===== src/spb_pkg.sv =====
package spb_pkg;

    localparam int MAX_WRITE_BYTES_DEF = 4;
    localparam int QUEUE_DEPTH         = 4;
    localparam int FRAME_FIXED         = 7;

    localparam logic [7:0] HDR_BYTE       = 8'hFF;
    localparam logic [7:0] INSTR_READ     = 8'h02;
    localparam logic [7:0] INSTR_WRITE    = 8'h03;
    localparam logic [7:0] READ_LEN       = 8'h04;
    localparam logic [7:0] WRITE_LEN_BASE = 8'h03;
    localparam int         READ_FRAME_LEN = 8;
    localparam int         SUM_FIRST_POS  = 2;

    typedef enum logic [1:0] {
        OP_READ  = 2'd0,
        OP_WRITE = 2'd1,
        OP_RX    = 2'd2
    } op_t;

    typedef enum logic [1:0] {
        KIND_TX    = 2'd0,
        KIND_PARAM = 2'd1,
        KIND_END   = 2'd2
    } kind_t;

    typedef enum logic [0:0] {
        REG_SERVO_ID     = 1'b0,
        REG_RETURN_LEVEL = 1'b1
    } reg_idx_t;

    typedef enum logic [6:0] {
        PH_HDR1  = 7'b0000001,
        PH_HDR2  = 7'b0000010,
        PH_ID    = 7'b0000100,
        PH_LEN   = 7'b0001000,
        PH_ERR   = 7'b0010000,
        PH_PARAM = 7'b0100000,
        PH_CHK   = 7'b1000000
    } rx_phase_t;

    typedef struct packed {
        kind_t       kind;
        logic [7:0]  value;
        logic [7:0]  index;
        logic        ok;
        logic [6:0]  flags;
    } rx_item_t;

    function automatic int len_width(int max_bytes);
        return $clog2(FRAME_FIXED + max_bytes + 1);
    endfunction

    function automatic int pos_width(int max_bytes);
        return $clog2(FRAME_FIXED + max_bytes);
    endfunction

    function automatic int entry_width(int max_bytes);
        return 1 + len_width(max_bytes) + (FRAME_FIXED - 1 + max_bytes) * 8 + $bits(rx_item_t);
    endfunction

endpackage


===== src/spb_if.sv =====
interface spb_req_if;
    logic       valid;
    logic       ready;
    logic [1:0] operation;
    logic [7:0] start_address;
    logic [7:0] read_count;
    logic [2:0] write_count;
    logic [7:0] data0;
    logic [7:0] data1;
    logic [7:0] data2;
    logic [7:0] data3;
    logic [7:0] rx_byte;

    modport source (
        output valid, operation, start_address, read_count, write_count,
               data0, data1, data2, data3, rx_byte,
        input  ready
    );
    modport sink (
        input  valid, operation, start_address, read_count, write_count,
               data0, data1, data2, data3, rx_byte,
        output ready
    );
endinterface

interface spb_res_if;
    logic       valid;
    logic       ready;
    logic [1:0] kind;
    logic [7:0] byte_value;
    logic [7:0] byte_index;
    logic       last;
    logic       checksum_ok;
    logic [6:0] error_flags;

    modport source (
        output valid, kind, byte_value, byte_index, last, checksum_ok, error_flags,
        input  ready
    );
    modport sink (
        input  valid, kind, byte_value, byte_index, last, checksum_ok, error_flags,
        output ready
    );
endinterface

interface spb_cfg_if;
    logic       valid;
    logic       ready;
    logic       index;
    logic [7:0] data;

    modport source (output valid, index, data, input ready);
    modport sink (input valid, index, data, output ready);
endinterface


===== src/spb_front.sv =====
module spb_front
    import spb_pkg::*;
#(
    parameter int  MAX_WRITE_BYTES = MAX_WRITE_BYTES_DEF,
    localparam int EW              = entry_width(MAX_WRITE_BYTES)
)
(
    input  logic          clk,
    input  logic          rst_n,
    spb_req_if.sink       request,
    spb_cfg_if.sink       cfg,
    output logic          push,
    output logic [EW-1:0] entry,
    input  logic          push_ready
);

    localparam int LW = len_width(MAX_WRITE_BYTES);
    localparam int FB = FRAME_FIXED - 1 + MAX_WRITE_BYTES;

    typedef struct packed {
        logic                 is_tx;
        logic [LW-1:0]        len;
        logic [FB-1:0][7:0]   bytes;
        rx_item_t             rx;
    } entry_t;

    logic [7:0]  servo_id_reg;
    logic [1:0]  level_reg;
    rx_phase_t   phase_reg, phase_next;
    logic [7:0]  sum_reg, sum_next;
    logic [7:0]  length_reg, length_next;
    logic [7:0]  counter_reg, counter_next;
    logic [6:0]  err_reg, err_next;
    logic        armed_reg, armed_next;

    entry_t          e;
    logic            accept;
    logic            do_arm;
    logic            arm_want;
    logic [LW-1:0]   n_bytes;
    logic [3:0][7:0] wdata;
    logic [7:0]      b;
    logic [7:0]      cnt_inc;

    assign cfg.ready     = 1'b1;
    assign request.ready = push_ready;
    assign accept        = request.valid && push_ready;
    assign wdata         = {request.data3, request.data2, request.data1, request.data0};
    assign b             = request.rx_byte;
    assign cnt_inc       = counter_reg + 8'd1;
    assign entry         = e;

    // register file
    always_ff @(posedge clk or negedge rst_n)
    begin
        if (!rst_n)
        begin
            servo_id_reg <= 8'd1;
            level_reg    <= 2'd2;
        end
        else if (cfg.valid)
        begin
            unique case (reg_idx_t'(cfg.index))
                REG_SERVO_ID:     servo_id_reg <= cfg.data;
                REG_RETURN_LEVEL: level_reg    <= cfg.data[1:0];
            endcase
        end
    end

    always_comb
    begin
        if (request.write_count == 3'd0)
            n_bytes = LW'(1);
        else if (LW'(request.write_count) > LW'(MAX_WRITE_BYTES))
            n_bytes = LW'(MAX_WRITE_BYTES);
        else
            n_bytes = LW'(request.write_count);
    end

    always_comb
    begin
        e            = '0;
        push         = 1'b0;
        do_arm       = 1'b0;
        arm_want     = 1'b0;
        phase_next   = phase_reg;
        sum_next     = sum_reg;
        length_next  = length_reg;
        counter_next = counter_reg;
        err_next     = err_reg;
        armed_next   = armed_reg;

        if (accept)
        begin
            unique case (request.operation)
                OP_READ:
                begin
                    push       = 1'b1;
                    e.is_tx    = 1'b1;
                    e.len      = LW'(READ_FRAME_LEN);
                    e.bytes[0] = HDR_BYTE;
                    e.bytes[1] = HDR_BYTE;
                    e.bytes[2] = servo_id_reg;
                    e.bytes[3] = READ_LEN;
                    e.bytes[4] = INSTR_READ;
                    e.bytes[5] = request.start_address;
                    e.bytes[6] = request.read_count;
                    do_arm     = 1'b1;
                    arm_want   = (level_reg != 2'd0);
                end
                OP_WRITE:
                begin
                    push       = 1'b1;
                    e.is_tx    = 1'b1;
                    e.len      = n_bytes + LW'(FRAME_FIXED);
                    e.bytes[0] = HDR_BYTE;
                    e.bytes[1] = HDR_BYTE;
                    e.bytes[2] = servo_id_reg;
                    e.bytes[3] = 8'(n_bytes) + WRITE_LEN_BASE;
                    e.bytes[4] = INSTR_WRITE;
                    e.bytes[5] = request.start_address;
                    for (int i = 0; i < MAX_WRITE_BYTES; i++)
                    begin
                        e.bytes[FRAME_FIXED - 1 + i] = (i < 4) ? wdata[i % 4] : 8'h00;
                    end
                    do_arm     = 1'b1;
                    arm_want   = level_reg[1];
                end
                OP_RX:
                begin
                    if (armed_reg)
                    begin
                        unique case (phase_reg)
                            PH_HDR1:
                            begin
                                if (b == HDR_BYTE)
                                    phase_next = PH_HDR2;
                            end
                            PH_HDR2:
                            begin
                                phase_next = (b == HDR_BYTE) ? PH_ID : PH_HDR1;
                            end
                            PH_ID:
                            begin
                                sum_next   = b;
                                phase_next = PH_LEN;
                            end
                            PH_LEN:
                            begin
                                sum_next    = sum_reg + b;
                                length_next = b;
                                phase_next  = PH_ERR;
                            end
                            PH_ERR:
                            begin
                                sum_next     = sum_reg + b;
                                err_next     = b[6:0];
                                counter_next = 8'd0;
                                phase_next   = (length_reg > 8'd2) ? PH_PARAM : PH_CHK;
                            end
                            PH_PARAM:
                            begin
                                push          = 1'b1;
                                e.rx.kind     = KIND_PARAM;
                                e.rx.value    = b;
                                e.rx.index    = counter_reg;
                                sum_next      = sum_reg + b;
                                counter_next  = cnt_inc;
                                if ({1'b0, cnt_inc} + 9'd2 >= {1'b0, length_reg})
                                    phase_next = PH_CHK;
                            end
                            PH_CHK:
                            begin
                                push       = 1'b1;
                                e.rx.kind  = KIND_END;
                                e.rx.value = b;
                                e.rx.index = counter_reg;
                                e.rx.ok    = (~sum_reg == b);
                                e.rx.flags = err_reg;
                                do_arm     = 1'b1;
                                arm_want   = 1'b0;
                            end
                            default:
                            begin
                                phase_next = PH_HDR1;
                            end
                        endcase
                    end
                end
                default:
                begin
                end
            endcase
        end

        if (do_arm)
        begin
            phase_next   = PH_HDR1;
            sum_next     = 8'd0;
            length_next  = 8'd0;
            counter_next = 8'd0;
            err_next     = 7'd0;
            armed_next   = arm_want;
        end
    end

    always_ff @(posedge clk or negedge rst_n)
    begin
        if (!rst_n)
        begin
            phase_reg   <= PH_HDR1;
            sum_reg     <= 8'd0;
            length_reg  <= 8'd0;
            counter_reg <= 8'd0;
            err_reg     <= 7'd0;
            armed_reg   <= 1'b0;
        end
        else
        begin
            phase_reg   <= phase_next;
            sum_reg     <= sum_next;
            length_reg  <= length_next;
            counter_reg <= counter_next;
            err_reg     <= err_next;
            armed_reg   <= armed_next;
        end
    end

endmodule


===== src/spb_queue.sv =====
module spb_queue
    import spb_pkg::*;
#(
    parameter int WIDTH = 8
)
(
    input  logic             clk,
    input  logic             rst_n,
    input  logic             in_valid,
    output logic             in_ready,
    input  logic [WIDTH-1:0] in_data,
    output logic             out_valid,
    input  logic             out_ready,
    output logic [WIDTH-1:0] out_data
);

    localparam int AW = $clog2(QUEUE_DEPTH);
    localparam int CW = $clog2(QUEUE_DEPTH + 1);

    logic [WIDTH-1:0] slots_reg [QUEUE_DEPTH];
    logic [AW-1:0]    wr_ptr_reg, wr_ptr_next;
    logic [AW-1:0]    rd_ptr_reg, rd_ptr_next;
    logic [CW-1:0]    count_reg, count_next;
    logic             do_push;
    logic             do_pop;

    assign in_ready  = (count_reg != CW'(QUEUE_DEPTH));
    assign out_valid = (count_reg != '0);
    assign out_data  = slots_reg[rd_ptr_reg];
    assign do_push   = in_valid && in_ready;
    assign do_pop    = out_valid && out_ready;

    always_comb
    begin
        wr_ptr_next = wr_ptr_reg;
        rd_ptr_next = rd_ptr_reg;
        if (do_push)
            wr_ptr_next = (wr_ptr_reg == AW'(QUEUE_DEPTH - 1)) ? '0 : wr_ptr_reg + AW'(1);
        if (do_pop)
            rd_ptr_next = (rd_ptr_reg == AW'(QUEUE_DEPTH - 1)) ? '0 : rd_ptr_reg + AW'(1);
        count_next = count_reg + CW'(do_push) - CW'(do_pop);
    end

    always_ff @(posedge clk)
    begin
        if (do_push)
            slots_reg[wr_ptr_reg] <= in_data;
    end

    always_ff @(posedge clk or negedge rst_n)
    begin
        if (!rst_n)
        begin
            wr_ptr_reg <= '0;
            rd_ptr_reg <= '0;
            count_reg  <= '0;
        end
        else
        begin
            wr_ptr_reg <= wr_ptr_next;
            rd_ptr_reg <= rd_ptr_next;
            count_reg  <= count_next;
        end
    end

endmodule


===== src/spb_back.sv =====
module spb_back
    import spb_pkg::*;
#(
    parameter int  MAX_WRITE_BYTES = MAX_WRITE_BYTES_DEF,
    localparam int EW              = entry_width(MAX_WRITE_BYTES)
)
(
    input  logic          clk,
    input  logic          rst_n,
    input  logic          head_valid,
    output logic          head_pop,
    input  logic [EW-1:0] head,
    spb_res_if.source     result
);

    localparam int LW = len_width(MAX_WRITE_BYTES);
    localparam int PW = pos_width(MAX_WRITE_BYTES);
    localparam int FB = FRAME_FIXED - 1 + MAX_WRITE_BYTES;
    localparam int BW = $clog2(FB);

    typedef struct packed {
        logic                 is_tx;
        logic [LW-1:0]        len;
        logic [FB-1:0][7:0]   bytes;
        rx_item_t             rx;
    } entry_t;

    entry_t         h;
    logic [PW-1:0]  pos_reg, pos_next;
    logic [7:0]     sum_reg, sum_next;
    logic           out_valid_reg, out_valid_next;
    rx_item_t       item_reg, item_next;
    logic           last_reg, last_next;
    logic           load;
    logic           emit;
    logic           at_end;

    assign h        = head;
    assign load     = !out_valid_reg || result.ready;
    assign at_end   = (LW'(pos_reg) == h.len - LW'(1));

    always_comb
    begin
        pos_next  = pos_reg;
        sum_next  = sum_reg;
        head_pop  = 1'b0;
        emit      = 1'b0;
        item_next = h.rx;
        last_next = 1'b0;

        if (head_valid && load)
        begin
            emit = 1'b1;
            if (h.is_tx)
            begin
                item_next.kind  = KIND_TX;
                item_next.index = 8'(pos_reg);
                item_next.ok    = 1'b0;
                item_next.flags = 7'd0;
                last_next       = at_end;
                if (at_end)
                begin
                    item_next.value = ~sum_reg;
                    pos_next        = '0;
                    sum_next        = 8'd0;
                    head_pop        = 1'b1;
                end
                else
                begin
                    item_next.value = h.bytes[pos_reg[BW-1:0]];
                    pos_next        = pos_reg + PW'(1);
                    if (pos_reg >= PW'(SUM_FIRST_POS))
                        sum_next = sum_reg + item_next.value;
                end
            end
            else
            begin
                head_pop = 1'b1;
            end
        end

        out_valid_next = load ? emit : out_valid_reg;
    end

    always_ff @(posedge clk or negedge rst_n)
    begin
        if (!rst_n)
        begin
            pos_reg       <= '0;
            sum_reg       <= 8'd0;
            out_valid_reg <= 1'b0;
        end
        else
        begin
            pos_reg       <= pos_next;
            sum_reg       <= sum_next;
            out_valid_reg <= out_valid_next;
        end
    end

    always_ff @(posedge clk)
    begin
        if (emit)
        begin
            item_reg <= item_next;
            last_reg <= last_next;
        end
    end

    assign result.valid       = out_valid_reg;
    assign result.kind        = item_reg.kind;
    assign result.byte_value  = item_reg.value;
    assign result.byte_index  = item_reg.index;
    assign result.last        = last_reg;
    assign result.checksum_ok = item_reg.ok;
    assign result.error_flags = item_reg.flags;

endmodule


===== src/servo_bus_packet_engine.sv =====
// servo bus packet engine, master side
// request channel: one word per command or received status byte
//   read and write commands turn into a full instruction frame, one byte per result word
//   status bytes feed the reply parser; parameter bytes and the frame end come out as words
// cfg channel: index 0 servo id, index 1 status return level; always ready
// result channel: kind, byte value, index, last, checksum_ok, error flags
// path: a command's first frame byte and a status byte's result both pass through a queue
//   slot and then the output word register before they are valid
// rate: one result word per cycle while result ready is high; a read frame is 8 bytes,
//   a write frame 7 + data byte count, serialized byte by byte in the back end
// a 4-entry queue decouples the front end from the serializer, so requests keep
//   being accepted while a frame is still going out
// a result stall holds the output word and fills the queue; request ready then drops
// reset: id 1, return level 2, reply parser disarmed, queue and output empty
module servo_bus_packet_engine
    import spb_pkg::*;
#(
    parameter int MAX_WRITE_BYTES = MAX_WRITE_BYTES_DEF
)
(
    input  logic      clk,
    input  logic      rst_n,
    spb_req_if.sink   request,
    spb_cfg_if.sink   cfg,
    spb_res_if.source result
);

    localparam int EW = entry_width(MAX_WRITE_BYTES);

    logic          q_in_valid;
    logic          q_in_ready;
    logic [EW-1:0] q_in_data;
    logic          q_out_valid;
    logic          q_pop;
    logic [EW-1:0] q_out_data;

    spb_front #(
        .MAX_WRITE_BYTES (MAX_WRITE_BYTES)
    ) u_front (
        .clk        (clk),
        .rst_n      (rst_n),
        .request    (request),
        .cfg        (cfg),
        .push       (q_in_valid),
        .entry      (q_in_data),
        .push_ready (q_in_ready)
    );

    spb_queue #(
        .WIDTH (EW)
    ) u_queue (
        .clk       (clk),
        .rst_n     (rst_n),
        .in_valid  (q_in_valid),
        .in_ready  (q_in_ready),
        .in_data   (q_in_data),
        .out_valid (q_out_valid),
        .out_ready (q_pop),
        .out_data  (q_out_data)
    );

    spb_back #(
        .MAX_WRITE_BYTES (MAX_WRITE_BYTES)
    ) u_back (
        .clk        (clk),
        .rst_n      (rst_n),
        .head_valid (q_out_valid),
        .head_pop   (q_pop),
        .head       (q_out_data),
        .result     (result)
    );

`ifndef SYNTHESIS
    a_cmd_queued: assert property (@(posedge clk) disable iff (!rst_n)
        request.valid && request.ready
        && (request.operation == OP_READ || request.operation == OP_WRITE)
        |=> q_out_valid)
        else $error("command not queued");

    a_pop_has_head: assert property (@(posedge clk) disable iff (!rst_n)
        q_pop |-> q_out_valid)
        else $error("pop from empty queue");

    a_last_only_tx: assert property (@(posedge clk) disable iff (!rst_n)
        result.valid && result.kind != KIND_TX |-> !result.last)
        else $error("last flag on status word");

    a_tx_clean: assert property (@(posedge clk) disable iff (!rst_n)
        result.valid && result.kind == KIND_TX
        |-> !result.checksum_ok && result.error_flags == 7'd0)
        else $error("status fields set on frame byte");
`endif

endmodule

===== src/flat_wrapper.sv =====
// flat-port wrapper written by rule: the top's interface ports become plain ports
module servo_bus_packet_engine_flat import spb_pkg::*;
#(
    parameter int MAX_WRITE_BYTES = MAX_WRITE_BYTES_DEF
)
  (clk, rst_n, request_valid, request_operation, request_start_address, request_read_count, request_write_count, request_data0, request_data1, request_data2, request_data3, request_rx_byte, request_ready, cfg_valid, cfg_index, cfg_data, cfg_ready, result_valid, result_kind, result_byte_value, result_byte_index, result_last, result_checksum_ok, result_error_flags, result_ready);
  spb_req_if request_i ();
  spb_cfg_if cfg_i ();
  spb_res_if result_i ();
  input  logic clk;
  input  logic rst_n;
  input wire logic [$bits(request_i.valid)-1:0] request_valid;
  input wire logic [$bits(request_i.operation)-1:0] request_operation;
  input wire logic [$bits(request_i.start_address)-1:0] request_start_address;
  input wire logic [$bits(request_i.read_count)-1:0] request_read_count;
  input wire logic [$bits(request_i.write_count)-1:0] request_write_count;
  input wire logic [$bits(request_i.data0)-1:0] request_data0;
  input wire logic [$bits(request_i.data1)-1:0] request_data1;
  input wire logic [$bits(request_i.data2)-1:0] request_data2;
  input wire logic [$bits(request_i.data3)-1:0] request_data3;
  input wire logic [$bits(request_i.rx_byte)-1:0] request_rx_byte;
  output wire logic [$bits(request_i.ready)-1:0] request_ready;
  input wire logic [$bits(cfg_i.valid)-1:0] cfg_valid;
  input wire logic [$bits(cfg_i.index)-1:0] cfg_index;
  input wire logic [$bits(cfg_i.data)-1:0] cfg_data;
  output wire logic [$bits(cfg_i.ready)-1:0] cfg_ready;
  output wire logic [$bits(result_i.valid)-1:0] result_valid;
  output wire logic [$bits(result_i.kind)-1:0] result_kind;
  output wire logic [$bits(result_i.byte_value)-1:0] result_byte_value;
  output wire logic [$bits(result_i.byte_index)-1:0] result_byte_index;
  output wire logic [$bits(result_i.last)-1:0] result_last;
  output wire logic [$bits(result_i.checksum_ok)-1:0] result_checksum_ok;
  output wire logic [$bits(result_i.error_flags)-1:0] result_error_flags;
  input wire logic [$bits(result_i.ready)-1:0] result_ready;
  assign request_i.valid = request_valid;
  assign request_i.operation = request_operation;
  assign request_i.start_address = request_start_address;
  assign request_i.read_count = request_read_count;
  assign request_i.write_count = request_write_count;
  assign request_i.data0 = request_data0;
  assign request_i.data1 = request_data1;
  assign request_i.data2 = request_data2;
  assign request_i.data3 = request_data3;
  assign request_i.rx_byte = request_rx_byte;
  assign request_ready = request_i.ready;
  assign cfg_i.valid = cfg_valid;
  assign cfg_i.index = cfg_index;
  assign cfg_i.data = cfg_data;
  assign cfg_ready = cfg_i.ready;
  assign result_valid = result_i.valid;
  assign result_kind = result_i.kind;
  assign result_byte_value = result_i.byte_value;
  assign result_byte_index = result_i.byte_index;
  assign result_last = result_i.last;
  assign result_checksum_ok = result_i.checksum_ok;
  assign result_error_flags = result_i.error_flags;
  assign result_i.ready = result_ready;
  servo_bus_packet_engine #(.MAX_WRITE_BYTES(MAX_WRITE_BYTES)) u_core (.clk(clk), .rst_n(rst_n), .request(request_i), .cfg(cfg_i), .result(result_i));
endmodule

===== config.mk =====
export PLATFORM = sky130hd
export DESIGN_NAME = servo_bus_packet_engine_flat
export DESIGN_NICKNAME = d
export VERILOG_FILES = /design/src/spb_pkg.sv /design/src/spb_if.sv /design/src/spb_front.sv /design/src/spb_queue.sv /design/src/spb_back.sv /design/src/servo_bus_packet_engine.sv /design/src/flat_wrapper.sv
export SDC_FILE = /design/constraint.sdc
export NUM_CORES = 1
export LEC_CHECK = 0
export ABC_AREA = 1
export BUFFER_PORTS_ARGS = -buffer_cell sky130_fd_sc_hd__buf_2
export CORE_MARGIN = 1
export CORE_UTILIZATION = 40
export DETAILED_ROUTE_END_ITERATION = 12
export PLACE_DENSITY = 0.54
export SYNTH_ARGS = -nofsm -noshare
export SYNTH_HDL_FRONTEND = slang
export SYNTH_SLANG_ARGS = --single-unit

===== constraint.sdc =====
create_clock -name clk -period 9.8 [get_ports clk]
set_input_delay 0.49 -clock clk [delete_from_list [all_inputs] [get_ports clk]]
set_output_delay 0.49 -clock clk [all_outputs]
set_load 0.01 [all_outputs]

==> impl_results.md <==
* Result of the run: completed
* NetSw at between 2000 and 2500 uW
* Starting density of the core at 0.405
* # clock sinks at 424
* CTS tree: done
* Slew Viols, Final at 0
* Synth Instances at roughly 1800
* Peak supply drop at 0.139 mV
* Cell Rows at 79
* Die width at ~220 um
* Core Area at 46600 um2
* Most instantiated cells after synthesis: 355 x sky130_fd_sc_hd__edfxtp_1, 312 x sky130_fd_sc_hd__nor2_1, 218 x sky130_fd_sc_hd__nand2_1
* Detailed-route wire length per cell at about 19 um
* Max_cap viols at 0
* CP Launch Type: register
* Fraction of layout cells with a size suffix above 1 at 0.122
* Antenna violations before repair at 0
* Crit Path Max Fanout at 100
* Combinational power share at 0.329
* Internal power at 3910 uW
* Post-placement cell count at 2408
* Proportion of synthesized flip-flops having asynchronous set or reset at 0.163
* Register bit total from synthesis at approximately 420
* Pre-CTS setup slack at approximately 5 ns
* Layer carrying the most global-route usage: met2
* Cell type with the highest aggregate area in the netlist: sky130_fd_sc_hd__edfxtp_1
* Sequential element share of the synthesized area at 0.657
* Vias in the first global route at between 10000 and 15000
* GP Congestion at 0.833
* Die area at approximately 48000 um2
* Post-CTS Hold Fix Bufs at 1
* Top-level I/O count at roughly 110
* Met3 Usage GRT at 0.0287
* Post-synth EDFFs at 355
* Count of buffers inserted at the top-level ports at 103
* Kind of end point of the critical path: register
* GR Layer Usage met1 at 0.284
* Clock root buffer: sky130_fd_sc_hd__clkbuf_16
* Hold Vio Cnt, Final at 0
* Vias after detailed routing at roughly 13000
* Non-filler cells in the finished layout at ~2500
* CTS-repair resized insts at 0
* Leak pwr at 0.00852 uW
* Reg-to-reg startpoint: u_core.u_queue.rd_ptr_reg[0]
* Maximum number of pins on one net before global-route repair at around 100
* R2R setup slack at between 5 and 6 ns
* Fraction of post-synthesis cell area in the top cell type by area at 0.565
* Slew headroom at 0.300
* Initial DRC Count at roughly 950
* Most used standard cell by instance count after synthesis: sky130_fd_sc_hd__edfxtp_1
* Most used flip-flop cell after synthesis: sky130_fd_sc_hd__edfxtp_1
* Number of antenna diodes at 0
* Syn-to-layout area delta at 13.7%
* Post-detailed-route via-to-cell ratio at 5.13
* Worst Tran Pin Value at 1.05 ns
* Avg Synthesized Cell Area at ~11 um2
* Startpoint of the most critical hold path: cfg_data[0]
* Top post-synthesis cells by area: sky130_fd_sc_hd__edfxtp_1 57%, sky130_fd_sc_hd__dfrtp_1 8.8%, sky130_fd_sc_hd__nor2_1 6.2%, sky130_fd_sc_hd__o21ai_0 5.5%, sky130_fd_sc_hd__nand2_1 4.3%
* Die boundary height at about 220 um
* Required time reported for the critical path endpoint at around 10 ns
* Final Critical Period at 4.75 ns
* Net Sw Frac at 0.369
* Wire length of the first global-routing pass at slightly above 70000 um
* Clock insertion delay at the later pin of the skew report at roughly 0.57 ns
* Relative contribution of sequential cells to total power at 0.400
* Core Util, Final at 0.461
* CTS Buf Count at 47
* Setup Skew at between 0.015 and 0.02 ns
* Pwr/cell area at 289 nW/um2
* Launch point of the worst path: u_core.u_queue.rd_ptr_reg[0]
* Unrepaired setup endpoints after global routing: no
* GRT Util Overall at 0.197
* Arrival time at the worst endpoint at 5.19 ns
* Residual antenna-violating net count after detailed routing at 0
* Count of final setup violators at 0
* Post-synthesis cell area at approximately 19000 um2
* Setup slack after layout at about 5.1 ns
* Wirelength, routed at between 40000 and 50000 um
* Part of the power in the clock network at 0.271
* Number of setup buffers added after CTS at 0
* H-tree depth at 2
* Crit Path Category: register to register
* First-pass iteration count of the detailed router at 5
* Total gr overflow at 0
* Detail Placement HPWL at between 20000 and 30000 um
* Fin crit share at 0.484
* Synth Warn # at 0
* Nets@finish at 1963
* Number of flip-flops under the largest register name at ~330
* Worst hold slack at about 0.16 ns
* Highest clock frequency the design can meet at ~0.21 GHz
* Setup TNS after final layout at 0 ns
* Clock Path Buffers at 3
* Distinct cell type count of the synthesized netlist at 56
* Clock-pin transition on the worst setup and hold timing paths at around 0.060 ns
* Met2 usage at 0.306
* Type of the tightest min-delay check: primary input to register
* Residual DRC at 0
[placed cells by master (no fill, tap or decap), drive strengths merged, types with 2 or more instances in the layout]
| master | n |
|---|---|
| edfxtp | 355 |
| nand4 | 19 |
| dfstp | 3 |
| a21oi | 57 |
| nand2 | 228 |
| o31ai | 2 |
| xnor2 | 8 |
| conb | 5 |
| nor4 | 5 |
| o221ai | 17 |
| clkinv | 24 |
| clkbuf | 59 |
| o211ai | 3 |
| xor2 | 18 |
| nor3 | 25 |
| dfrtp | 66 |
| fa | 3 |
| inv | 177 |
| o21ai | 211 |
| or2 | 5 |
| a31oi | 6 |
| buf | 118 |
| nor2 | 318 |
| a21o | 3 |
| nand3 | 73 |
| o22ai | 35 |
| ha | 34 |
| bufinv | 3 |
[cells by family (layout without fill, tap and decap cells)]
group / after synthesis / count (layout) / synth area share
simple gates: 675 / 675 / 0.152
flops: 424 / 424 / 0.657
compound gates: 339 / 339 / 0.0988
buf+inv: 253 / 382 / 0.0537
fa+ha+maj: 37 / 37 / 0.0257
xor+xnor: 26 / 26 / 0.0125
other cells: 2 / 5 / 0.000398
[power groups by stage]
| stage | clock (uW) | sequential, uW | combinational (uW) |
|---|---|---|---|
| after global routing | 1790 | 2510 | 2300 |
| final | 1680 | 2480 | 2040 |
| after CTS | 1720 | 2480 | 2060 |
| after detailed placement | 0 | 2510 | 2050 |
| after global placement | 0 | 2510 | 2020 |
| after floorplan | 0 | 2460 | 1430 |
[final timing paths]
kind                                                  end  cells past startpoint
max                           u_core.u_queue.count_reg[2]                     16
min                        u_core.u_front.servo_id_reg[0]                      3
min in group asynchronous        u_core.u_back.sum_reg[6]                      2
max reg2reg                   u_core.u_queue.count_reg[2]                     16
min reg2reg                   u_core.u_front.phase_reg[0]                      2
max in group asynchronous    u_core.u_queue.rd_ptr_reg[0]                      3
[per-stage QoR]
step | power (uW) | cell area [um2]
after CTS | 6270 | 21500
after global placement | 4530 | 20000
after global routing | 6590 | 21500
final | 6190 | 21500
after detailed placement | 4570 | 20000
after floorplan | 3890 | 18900
[layer usage]
layer / routed length, um / share of wire
met4: 1130 / 0.024
met2: 21100 / 0.45
met1: 22000 / 0.47
met5: 0 / 0
met3: 2240 / 0.048
[critical path, stage by stage, from the launching register on]
cell and delay (ns):
sky130_fd_sc_hd__dfrtp_4 0.70, sky130_fd_sc_hd__inv_4 0.77, sky130_fd_sc_hd__buf_4 0.69, sky130_fd_sc_hd__nand2_1 0.13, sky130_fd_sc_hd__nand3_1 0.10, sky130_fd_sc_hd__nand2_1 0.12, sky130_fd_sc_hd__ha_1 0.30, sky130_fd_sc_hd__xor2_1 0.16
sky130_fd_sc_hd__nand3_1 0.10, sky130_fd_sc_hd__nor2_2 0.12, sky130_fd_sc_hd__nand2_2 0.11, sky130_fd_sc_hd__a21oi_2 0.23, sky130_fd_sc_hd__ha_1 0.15, sky130_fd_sc_hd__inv_1 0.04, sky130_fd_sc_hd__ha_1 0.20, sky130_fd_sc_hd__fa_1 0.40
sky130_fd_sc_hd__xor2_1 0.17
[area by class of cell]
class,count,area (um2)
Clock buffer,59,1260
Multi-Input combinational cell,1082,5520
Inverter,177,672
Timing Repair Buffer,119,641
Tap cell,607,759
Clock inverter,27,203
Sequential cell,424,12400
Fill cell,4249,25100
Note: power is estimated with default switching activity, not from simulation.
